File: config.mk
export PLATFORM = sky130hd
export DESIGN_NAME = pixel_alpha_compositor_top_flat
export DESIGN_NICKNAME = d
export VERILOG_FILES = /design/src/pac_pkg.sv /design/src/pac_pix_in_if.sv /design/src/pac_pix_out_if.sv /design/src/pac_cfg.sv /design/src/pac_alpha.sv /design/src/pac_blend.sv /design/src/pixel_alpha_compositor_top.sv /design/src/flat_wrapper.sv
export SDC_FILE = /design/constraint.sdc
export NUM_CORES = 2
export LEC_CHECK = 0
export ABC_AREA = 1
export BUFFER_PORTS_ARGS = -buffer_cell sky130_fd_sc_hd__buf_2
export CORE_AREA = 2 2 345 347
export CTS_CLUSTER_DIAMETER = 150
export DETAILED_ROUTE_END_ITERATION = 10
export DIE_AREA = 0 0 347 349
export GPL_ROUTABILITY_DRIVEN = 1
export PLACE_DENSITY_LB_ADDON = 0.05
export SYNTH_ARGS = -nofsm -noshare
export SYNTH_HDL_FRONTEND = slang
export SYNTH_SLANG_ARGS = --single-unit
File: constraint.sdc
create_clock -name clk_i -period 18 [get_ports clk_i]
set_clock_uncertainty 0.15 [all_clocks]
set_input_delay 0.9 -clock clk_i [delete_from_list [all_inputs] [get_ports clk_i]]
set_output_delay 0.9 -clock clk_i [all_outputs]
set_load 0.05 [all_outputs]
File: src/pac_pkg.sv
// Types, codes and shared arithmetic for the pixel alpha compositor.
`default_nettype none
package pac_pkg;

  localparam int unsigned FullScale = 255;

  // Reciprocal of 255 scaled by 2^23, exact for every 16-bit dividend.
  localparam logic [31:0] Recip255 = 32'h0000_8081;
  // Reciprocal of 255*255 scaled by 2^32, rounded up; the quotient may be high by one.
  localparam logic [40:0] Recip65025 = 41'd66052;
  localparam logic [24:0] FullScaleSq = 25'd65025;

  localparam logic [7:0] OpacityReset = 8'd255;

  typedef enum logic [1:0] {
    KIND_PAINT         = 2'd0,
    KIND_COPY          = 2'd1,
    KIND_MASK_SOLID    = 2'd2,
    KIND_MASK_SAMPLED  = 2'd3
  } kind_e;

  typedef struct packed {
    logic [1:0] kind;
    logic [7:0] src_red;
    logic [7:0] src_green;
    logic [7:0] src_blue;
    logic [7:0] src_alpha;
    logic [7:0] mask_alpha;
    logic [7:0] dest_red;
    logic [7:0] dest_green;
    logic [7:0] dest_blue;
    logic [7:0] dest_alpha;
  } pixel_in_t;

  typedef struct packed {
    logic [7:0] out_red;
    logic [7:0] out_green;
    logic [7:0] out_blue;
    logic [7:0] out_alpha;
    logic       changed;
  } pixel_out_t;

  typedef struct packed {
    logic [7:0] red;
    logic [7:0] green;
    logic [7:0] blue;
    logic [7:0] alpha;
  } rgba_t;

  // Handed from the alpha stages to the blend stages.
  typedef struct packed {
    rgba_t      src;
    rgba_t      dest;
    logic [7:0] alpha;
    logic       active;
  } alpha_t;

  // Truncating divide by 255 for dividends below 2^16.
  function automatic logic [7:0] div255(input logic [15:0] x);
    logic [31:0] p;
    p = 32'(x) * Recip255;
    return p[30:23];
  endfunction

endpackage
`default_nettype wire

File: src/pac_pix_in_if.sv
// Stream interface for incoming pixel pairs.
`default_nettype none
interface pac_pix_in_if;
  logic               valid;
  logic               ready;
  pac_pkg::pixel_in_t data;

  modport source (output valid, output data, input ready);
  modport sink (input valid, input data, output ready);
endinterface
`default_nettype wire

File: src/pac_pix_out_if.sv
// Stream interface for composited pixels.
`default_nettype none
interface pac_pix_out_if;
  logic                valid;
  logic                ready;
  pac_pkg::pixel_out_t data;

  modport source (output valid, output data, input ready);
  modport sink (input valid, input data, output ready);
endinterface
`default_nettype wire

File: src/pac_cfg.sv
// APB register port holding the global opacity level.
`default_nettype none
module pac_cfg (
  input  wire logic        clk_i,
  input  wire logic        rst_ni,
  input  wire logic        psel,
  input  wire logic        penable,
  input  wire logic        pwrite,
  input  wire logic [1:0]  paddr,
  input  wire logic [31:0] pwdata,
  output logic      [31:0] prdata,
  output logic             pready,
  output logic      [7:0]  opacity_o
);

  logic [7:0] opacity_q;
  logic [7:0] opacity_d;
  logic       wr_en;

  assign pready = 1'b1;
  assign wr_en  = psel & penable & pwrite & (paddr == 2'd0);

  always_comb begin
    opacity_d = opacity_q;
    if (wr_en) begin
      opacity_d = pwdata[7:0];
    end
  end

  always_ff @(posedge clk_i or negedge rst_ni) begin
    if (!rst_ni) begin
      opacity_q <= pac_pkg::OpacityReset;
    end else begin
      opacity_q <= opacity_d;
    end
  end

  assign prdata    = (paddr == 2'd0) ? {24'd0, opacity_q} : 32'd0;
  assign opacity_o = opacity_q;

endmodule
`default_nettype wire

File: src/pac_alpha.sv
// Four-stage pipeline forming the effective alpha and the blend gate.
`default_nettype none
module pac_alpha (
  input  wire logic               clk_i,
  input  wire logic               rst_ni,
  input  wire logic [7:0]         opacity_i,
  input  wire logic               valid_i,
  output logic                    ready_o,
  input  wire pac_pkg::pixel_in_t pix_i,
  output logic                    valid_o,
  input  wire logic               ready_i,
  output pac_pkg::alpha_t         alpha_o
);

  typedef struct packed {
    logic [1:0]     kind;
    pac_pkg::rgba_t src;
    pac_pkg::rgba_t dest;
    logic [7:0]     mask;
    logic           sa_nz;
    logic           ma_nz;
    logic [15:0]    m_so;
    logic [15:0]    m_sm;
  } st1_t;

  typedef struct packed {
    logic [1:0]     kind;
    pac_pkg::rgba_t src;
    pac_pkg::rgba_t dest;
    logic [7:0]     mask;
    logic           sa_nz;
    logic           ma_nz;
    logic [7:0]     q_so;
    logic [23:0]    m_smo;
  } st2_t;

  typedef struct packed {
    logic [1:0]     kind;
    pac_pkg::rgba_t src;
    pac_pkg::rgba_t dest;
    logic           sa_nz;
    logic           ma_nz;
    logic [7:0]     q_so;
    logic [15:0]    m_mq;
    logic [23:0]    m_smo;
    logic [8:0]     q3_est;
  } st3_t;

  logic [3:0] v_q;
  logic [3:0] adv;

  st1_t            s1_q, s1_d;
  st2_t            s2_q, s2_d;
  st3_t            s3_q, s3_d;
  pac_pkg::alpha_t s4_q, s4_d;

  // Each stage takes new data when empty or when its successor advances.
  assign adv[3]  = ~v_q[3] | ready_i;
  assign adv[2]  = ~v_q[2] | adv[3];
  assign adv[1]  = ~v_q[1] | adv[2];
  assign adv[0]  = ~v_q[0] | adv[1];
  assign ready_o = adv[0];

  always_ff @(posedge clk_i or negedge rst_ni) begin
    if (!rst_ni) begin
      v_q <= 4'd0;
    end else begin
      if (adv[0]) v_q[0] <= valid_i;
      if (adv[1]) v_q[1] <= v_q[0];
      if (adv[2]) v_q[2] <= v_q[1];
      if (adv[3]) v_q[3] <= v_q[2];
    end
  end

  // Stage 1: source alpha times opacity and times mask.
  always_comb begin
    s1_d.kind       = pix_i.kind;
    s1_d.src.red    = pix_i.src_red;
    s1_d.src.green  = pix_i.src_green;
    s1_d.src.blue   = pix_i.src_blue;
    s1_d.src.alpha  = pix_i.src_alpha;
    s1_d.dest.red   = pix_i.dest_red;
    s1_d.dest.green = pix_i.dest_green;
    s1_d.dest.blue  = pix_i.dest_blue;
    s1_d.dest.alpha = pix_i.dest_alpha;
    s1_d.mask       = pix_i.mask_alpha;
    s1_d.sa_nz      = (pix_i.src_alpha != 8'd0);
    s1_d.ma_nz      = (pix_i.mask_alpha != 8'd0);
    s1_d.m_so       = 16'(pix_i.src_alpha) * 16'(opacity_i);
    s1_d.m_sm       = 16'(pix_i.src_alpha) * 16'(pix_i.mask_alpha);
  end

  // Stage 2: divide by 255, and the triple product for the sampled brush.
  always_comb begin
    s2_d.kind  = s1_q.kind;
    s2_d.src   = s1_q.src;
    s2_d.dest  = s1_q.dest;
    s2_d.mask  = s1_q.mask;
    s2_d.sa_nz = s1_q.sa_nz;
    s2_d.ma_nz = s1_q.ma_nz;
    s2_d.q_so  = pac_pkg::div255(s1_q.m_so);
    s2_d.m_smo = 24'(s1_q.m_sm) * 24'(opacity_i);
  end

  // Stage 3: mask times scaled brush alpha, and the estimated quotient by 65025.
  logic [40:0] recip_prod;
  always_comb begin
    recip_prod  = 41'(s2_q.m_smo) * pac_pkg::Recip65025;
    s3_d.kind   = s2_q.kind;
    s3_d.src    = s2_q.src;
    s3_d.dest   = s2_q.dest;
    s3_d.sa_nz  = s2_q.sa_nz;
    s3_d.ma_nz  = s2_q.ma_nz;
    s3_d.q_so   = s2_q.q_so;
    s3_d.m_mq   = 16'(s2_q.mask) * 16'(s2_q.q_so);
    s3_d.m_smo  = s2_q.m_smo;
    s3_d.q3_est = recip_prod[40:32];
  end

  // Stage 4: correct the estimate, pick alpha and gate by kind.
  logic [24:0] back_prod;
  logic [8:0]  q3_fix;
  logic [7:0]  a_mask;
  always_comb begin
    back_prod = 25'(s3_q.q3_est) * pac_pkg::FullScaleSq;
    q3_fix    = (back_prod > 25'(s3_q.m_smo)) ? (s3_q.q3_est - 9'd1) : s3_q.q3_est;
    a_mask    = pac_pkg::div255(s3_q.m_mq);
    s4_d.src  = s3_q.src;
    s4_d.dest = s3_q.dest;
    case (s3_q.kind)
      pac_pkg::KIND_PAINT: begin
        s4_d.alpha  = s3_q.q_so;
        s4_d.active = (s3_q.q_so != 8'd0);
      end
      pac_pkg::KIND_COPY: begin
        s4_d.alpha  = s3_q.q_so;
        s4_d.active = s3_q.sa_nz;
      end
      pac_pkg::KIND_MASK_SOLID: begin
        s4_d.alpha  = a_mask;
        s4_d.active = s3_q.ma_nz;
      end
      default: begin
        s4_d.alpha  = q3_fix[7:0];
        s4_d.active = s3_q.ma_nz;
      end
    endcase
  end

  always_ff @(posedge clk_i) begin
    if (adv[0]) s1_q <= s1_d;
    if (adv[1]) s2_q <= s2_d;
    if (adv[2]) s3_q <= s3_d;
    if (adv[3]) s4_q <= s4_d;
  end

  assign valid_o = v_q[3];
  assign alpha_o = s4_q;

endmodule
`default_nettype wire

File: src/pac_blend.sv
// Two-stage per-channel blend and output selection.
`default_nettype none
module pac_blend (
  input  wire logic             clk_i,
  input  wire logic             rst_ni,
  input  wire logic             valid_i,
  output logic                  ready_o,
  input  wire pac_pkg::alpha_t  alpha_i,
  output logic                  valid_o,
  input  wire logic             ready_i,
  output pac_pkg::pixel_out_t   pix_o
);

  typedef struct packed {
    pac_pkg::rgba_t src;
    pac_pkg::rgba_t dest;
    logic [7:0]     alpha;
    logic           active;
    logic           replace;
    logic [15:0]    sum_r;
    logic [15:0]    sum_g;
    logic [15:0]    sum_b;
  } st5_t;

  logic [1:0] v_q;
  logic [1:0] adv;

  st5_t                s5_q, s5_d;
  pac_pkg::pixel_out_t s6_q, s6_d;

  assign adv[1]  = ~v_q[1] | ready_i;
  assign adv[0]  = ~v_q[0] | adv[1];
  assign ready_o = adv[0];

  always_ff @(posedge clk_i or negedge rst_ni) begin
    if (!rst_ni) begin
      v_q <= 2'd0;
    end else begin
      if (adv[0]) v_q[0] <= valid_i;
      if (adv[1]) v_q[1] <= v_q[0];
    end
  end

  // Stage 5: weighted sums a*s + (255-a)*d per color channel.
  logic [7:0] inv_a;
  always_comb begin
    inv_a        = 8'(pac_pkg::FullScale) - alpha_i.alpha;
    s5_d.src     = alpha_i.src;
    s5_d.dest    = alpha_i.dest;
    s5_d.alpha   = alpha_i.alpha;
    s5_d.active  = alpha_i.active;
    s5_d.replace = (alpha_i.alpha == 8'(pac_pkg::FullScale));
    s5_d.sum_r   = 16'(alpha_i.alpha) * 16'(alpha_i.src.red)
                 + 16'(inv_a) * 16'(alpha_i.dest.red);
    s5_d.sum_g   = 16'(alpha_i.alpha) * 16'(alpha_i.src.green)
                 + 16'(inv_a) * 16'(alpha_i.dest.green);
    s5_d.sum_b   = 16'(alpha_i.alpha) * 16'(alpha_i.src.blue)
                 + 16'(inv_a) * 16'(alpha_i.dest.blue);
  end

  // Stage 6: scale down and choose skip, replace or blend.
  always_comb begin
    s6_d.changed = s5_q.active;
    if (!s5_q.active) begin
      s6_d.out_red   = s5_q.dest.red;
      s6_d.out_green = s5_q.dest.green;
      s6_d.out_blue  = s5_q.dest.blue;
      s6_d.out_alpha = s5_q.dest.alpha;
    end else if (s5_q.replace) begin
      s6_d.out_red   = s5_q.src.red;
      s6_d.out_green = s5_q.src.green;
      s6_d.out_blue  = s5_q.src.blue;
      s6_d.out_alpha = 8'(pac_pkg::FullScale);
    end else begin
      s6_d.out_red   = pac_pkg::div255(s5_q.sum_r);
      s6_d.out_green = pac_pkg::div255(s5_q.sum_g);
      s6_d.out_blue  = pac_pkg::div255(s5_q.sum_b);
      s6_d.out_alpha = (s5_q.dest.alpha > s5_q.alpha) ? s5_q.dest.alpha : s5_q.alpha;
    end
  end

  always_ff @(posedge clk_i) begin
    if (adv[0]) s5_q <= s5_d;
    if (adv[1]) s6_q <= s6_d;
  end

  assign valid_o = v_q[1];
  assign pix_o   = s6_q;

endmodule
`default_nettype wire

File: src/pixel_alpha_compositor_top.sv
// Top level of the pixel alpha compositor.
//
// Composites one source/brush pixel over one destination pixel per transfer.
// pix_i carries the pixel pair, mask alpha and kind (paint, bitmap copy,
// mask with solid brush, mask with sampled brush); pix_o returns the new
// destination color and a changed flag. Both channels use valid/ready.
// The APB port holds the global opacity level (0..255) at byte address 0.
// Each pixel passes six registered stages from input to output transfer:
// four stages form the effective alpha (products, divide by 255, mask
// product, divide by 255 or by 65025 with one correction step) and two
// stages blend the color channels. Throughput is one pixel per clock while
// the receiver accepts output. When the receiver stalls, each stage holds
// its item and bubbles collapse, so input is still taken until all six
// stages are full. Reset empties the pipeline and sets the opacity level
// to 255.
// Write the opacity only while no pixel is in flight.
`default_nettype none
module pixel_alpha_compositor_top (
  input  wire logic        clk_i,
  input  wire logic        rst_ni,
  pac_pix_in_if.sink       pix_i,
  pac_pix_out_if.source    pix_o,
  input  wire logic        psel,
  input  wire logic        penable,
  input  wire logic        pwrite,
  input  wire logic [1:0]  paddr,
  input  wire logic [31:0] pwdata,
  output logic      [31:0] prdata,
  output logic             pready
);

  logic [7:0]      opacity_lvl;
  logic            mid_valid;
  logic            mid_ready;
  pac_pkg::alpha_t mid_alpha;

  pac_cfg u_cfg (
    .clk_i     (clk_i),
    .rst_ni    (rst_ni),
    .psel      (psel),
    .penable   (penable),
    .pwrite    (pwrite),
    .paddr     (paddr),
    .pwdata    (pwdata),
    .prdata    (prdata),
    .pready    (pready),
    .opacity_o (opacity_lvl)
  );

  pac_alpha u_alpha (
    .clk_i     (clk_i),
    .rst_ni    (rst_ni),
    .opacity_i (opacity_lvl),
    .valid_i   (pix_i.valid),
    .ready_o   (pix_i.ready),
    .pix_i     (pix_i.data),
    .valid_o   (mid_valid),
    .ready_i   (mid_ready),
    .alpha_o   (mid_alpha)
  );

  pac_blend u_blend (
    .clk_i   (clk_i),
    .rst_ni  (rst_ni),
    .valid_i (mid_valid),
    .ready_o (mid_ready),
    .alpha_i (mid_alpha),
    .valid_o (pix_o.valid),
    .ready_i (pix_o.ready),
    .pix_o   (pix_o.data)
  );

endmodule
`default_nettype wire
File: src/flat_wrapper.sv
// flat-port wrapper written by rule: the top's interface ports become plain ports
module pixel_alpha_compositor_top_flat 
  (clk_i, rst_ni, psel, penable, pwrite, paddr, pwdata, prdata, pready, pix_i_valid, pix_i_data, pix_i_ready, pix_o_valid, pix_o_data, pix_o_ready);
  pac_pix_in_if pix_i_i ();
  pac_pix_out_if pix_o_i ();
  input  wire logic clk_i;
  input  wire logic rst_ni;
  input  wire logic psel;
  input  wire logic penable;
  input  wire logic pwrite;
  input  wire logic [1:0] paddr;
  input  wire logic [31:0] pwdata;
  output logic      [31:0] prdata;
  output logic pready;
  input wire logic [$bits(pix_i_i.valid)-1:0] pix_i_valid;
  input wire logic [$bits(pix_i_i.data)-1:0] pix_i_data;
  output wire logic [$bits(pix_i_i.ready)-1:0] pix_i_ready;
  output wire logic [$bits(pix_o_i.valid)-1:0] pix_o_valid;
  output wire logic [$bits(pix_o_i.data)-1:0] pix_o_data;
  input wire logic [$bits(pix_o_i.ready)-1:0] pix_o_ready;
  assign pix_i_i.valid = pix_i_valid;
  assign pix_i_i.data = pix_i_data;
  assign pix_i_ready = pix_i_i.ready;
  assign pix_o_valid = pix_o_i.valid;
  assign pix_o_data = pix_o_i.data;
  assign pix_o_i.ready = pix_o_ready;
  pixel_alpha_compositor_top u_core (.clk_i(clk_i), .rst_ni(rst_ni), .pix_i(pix_i_i), .pix_o(pix_o_i), .psel(psel), .penable(penable), .pwrite(pwrite), .paddr(paddr), .pwdata(pwdata), .prdata(prdata), .pready(pready));
endmodule
==> results.md <==
- Residual DRC count: 0
- Initial core utilization: 0.448
- DR vias: 35.3k
- Die Area: around 0.12 mm^2
- Pins over their slew limit: 0
- Most frequent CP cell: fa_1
- Crit path max-delay cell type: clkinv_1
- H-tree levels: 3
- Fin. Hold Viols: 0
- Fin crit share: 0.378
- Synthesized area: 0.0526 mm^2
- Clk_lat worst skew: 0.65 ns
- Initial DRC count: approximately 1.6k
- First-pass GRT wire length: around 190000 um
- CP top delay family: adder cells
- Placed instance count: slightly above 7k
- Rows: 126
- Synthesis-to-layout area growth: 8.14%
- Multi-input logic area: between 0.03 and 0.04 mm^2
- Arr. time, crit path: approximately 7.0 ns
- Syn Area/Cell: between 9 and 10 um^2
- Vias in the first global route: ~37k
- Die Y: 349 um
- Seq. cell area: roughly 0.016 mm^2
- Worst-margin pin slew: approximately 1 ns
- Share of the synthesized area in the top cell type: 0.302
- Post-Route WL: roughly 120000 um
- Critical Path RT: between 15 and 20 ns
- Commonest non-fill, non-tap cell in the layout: inv_1
- Clk sink count: ~540
- WP depth: 20
- Synth area leader: edfxtp_1
- Met2 routed WL: approximately 58000 um
- CP bufs+invs: 5
- Port bufs: between 100 and 150
- Setup Slack @ Placement: 11.21 ns
- Maximum clock path buffer count: 3
- Post-synthesis sequential area ratio: 0.309
- Rel. slew slack: 0.324
- DR WL/cell: roughly 17 um
- R2R depth: 20
- Seq cells post-synth: 543
- Fmax: 0.147 GHz
- Post-cts hold buffer count: 0
- DR WL met3: 4000 um
- Critical path startpoint category: flop
- Fill cells: around 11k
- CP Class: flop to flop
- M1 WL: around 54000 um
- Largest net degree at the start of global routing: 80
- Post_cts resized: 0
- Leading post-synthesis cells by cell area: edfxtp_1 (30%), ha_1 (20%), fa_1 (19%)
- Non-Filler Instances: about 7.2k
- Clk slew on worst S/H paths: 0.06 ns
- RePlAce Congestion: 0.874
- Max incr delay on CP: about 0.63 ns
- DRT Pass-1 Iters: 5
- Via density: 4.92
- Grt total ovfl: 0
- Routed Antenna Nets: 0
- Initial antenna violation count: 8
- Cells after Synth: about 5.5k
- DPL Wire Length: 93100 um
- Min Tclk post-route: 6.81 ns
- Share of cells above drive strength 1: 0.0513
- Highest-count cells in the layout ignoring fill and taps: inv_1 (1217), nand2_1 (1081), ha_1 (835)
- Critical Path Sink Type: flop
- Setup slack after layout: 11.19 ns
- Fin Setup TNS: 0 ns
- Crit path cell chain: buf_4, clkinv_1, nand2_1, fa_1, fa_1, fa_1, inv_1, fa_1, inv_1, fa_1, fa_1, inv_1, ha_1, a21oi_1, o21ai_0, a21oi_1, o21bai_1, a21oi_1, o21ai_0, xor2_1
- Max cap viols: 0
- Num CTS Buffers: between 60 and 70
- CTS tree: done
- Setup violators final: 0
- Final net count: 7043
- Root Buffer: clkbuf_16
- Worst min-delay path category: input pin to asynchronous set/reset pin
- Status: complete, no violations
- Yosys cell types: between 50 and 60
- Yosys warnings: 0
- Postcts setup bufs: 0
- Total Routing Usage GR: 0.203
- Die X: 347 um
- Inserted Diodes: 0
- # IOs: approximately 180
- Crit Path Max Fanout: 41
- Top Layer Used: met5
- RSZ-0062 raised after global routing: false
- Core area: around 0.12 mm^2
-- cells by family after synthesis --
logic type | after synthesis | synth area share
flip-flops | 543 | 0.309
AO/OA/AOI/OAI | 494 | 0.0522
XOR/XNOR | 134 | 0.0223
buffers and inverters | 1409 | 0.103
adder cells (fa/ha/maj) | 1344 | 0.392
AND/OR/NAND/NOR | 1595 | 0.121
other | 2 | 0.000143
-- worst register-to-register path, stage by stage, from the launching register on --
cell,delay (ns)
edfxtp_1,0.32
buf_4,0.52
clkinv_1,0.66
nand2_1,0.23
fa_1,0.45
fa_1,0.49
fa_1,0.54
inv_1,0.05
fa_1,0.54
inv_1,0.06
fa_1,0.50
fa_1,0.54
inv_1,0.04
ha_1,0.34
a21oi_1,0.17
o21ai_0,0.09
a21oi_1,0.24
o21bai_1,0.11
a21oi_1,0.23
o21ai_0,0.13
xor2_1,0.15
-- cell usage after synthesis, drive strengths merged --
cell type,count
nor2b,1
nand4,29
a221oi,1
xnor2,51
o2111ai,6
inv,1222
ha,835
or2,3
o211ai,6
o31ai,5
nand3b,9
nand3,107
a21o,26
o21bai,16
and2,2
buf,47
a21oi,233
nor4b,1
nor3,22
nor3b,3
conb,2
o221ai,3
a211oi,6
nor4,19
fa,509
nand2,1088
edfxtp,529
dfstp,8
a22oi,1
o21ai,150
clkbuf,137
and3,1
nor2,310
o21a,13
a21boi,4
o31a,1
a31oi,22
clkinv,3
xor2,83
dfrtp,6
a31o,1
-- through the flow --
| stage | util | hold slack (ns) | area [um^2] |
|---|---|---|---|
| final | 0.485 | 0.0874 | 56900 |
| after global routing | 0.485 | 0.0790 | 56900 |
| after global placement | 0.465 | 0.251 | 54700 |
| after detailed placement | 0.465 | 0.255 | 54700 |
| after floorplan | - | 0.250 | 52700 |
| after CTS | 0.485 | 0.0381 | 56900 |
-- per-layer routing --
layer  global-route usage  vias to the layer above
met5                    0                        -
met4               0.0484                        8
met3               0.0245                      117
met2                0.354                      488
met1                0.269                    17100
li1                     -                    17600
-- registers in the layout, summed over array words and instances (netlist names) --
signal,count
u_core.u_blend.v_q,2
u_core.u_alpha.s3_q,117
u_core.u_blend.s5_q,114
u_core.u_alpha.alpha_o,65
u_core.u_alpha.s1_q,100
u_core.u_cfg.opacity_o,8
u_core.u_blend.pix_o,33
u_core.u_alpha.v_q,4
u_core.u_alpha.s2_q,100
-- layout make-up --
class                      count  area share
tap                         1536      0.0338
clock buffer                  78      0.0305
sequential                   543       0.285
timing repair buffer         153      0.0143
inverter                    1225      0.0810
clock inverter                41     0.00904
multi-input combinational   3595       0.546
-- path summary, 6_finish.rpt --
kind                                                start                   endpoint  slack [ns]
worst max-delay path            u_core.u_alpha.alpha_o[6]    u_core.u_blend.s5_q[14]       11.19
worst min-delay path                               rst_ni      u_core.u_alpha.v_q[2]        0.09
worst max register to register  u_core.u_alpha.alpha_o[6]    u_core.u_blend.s5_q[14]       11.19
worst min register to register    u_core.u_alpha.s1_q[55]    u_core.u_alpha.s2_q[55]        0.25
max in group asynchronous                          rst_ni  u_core.u_cfg.opacity_o[3]       17.27
min in group clk_i                u_core.u_alpha.s1_q[55]    u_core.u_alpha.s2_q[55]        0.25
Power is not shown: default switching activity piles up to over one toggle a cycle in this logic, so the estimate is an artifact.
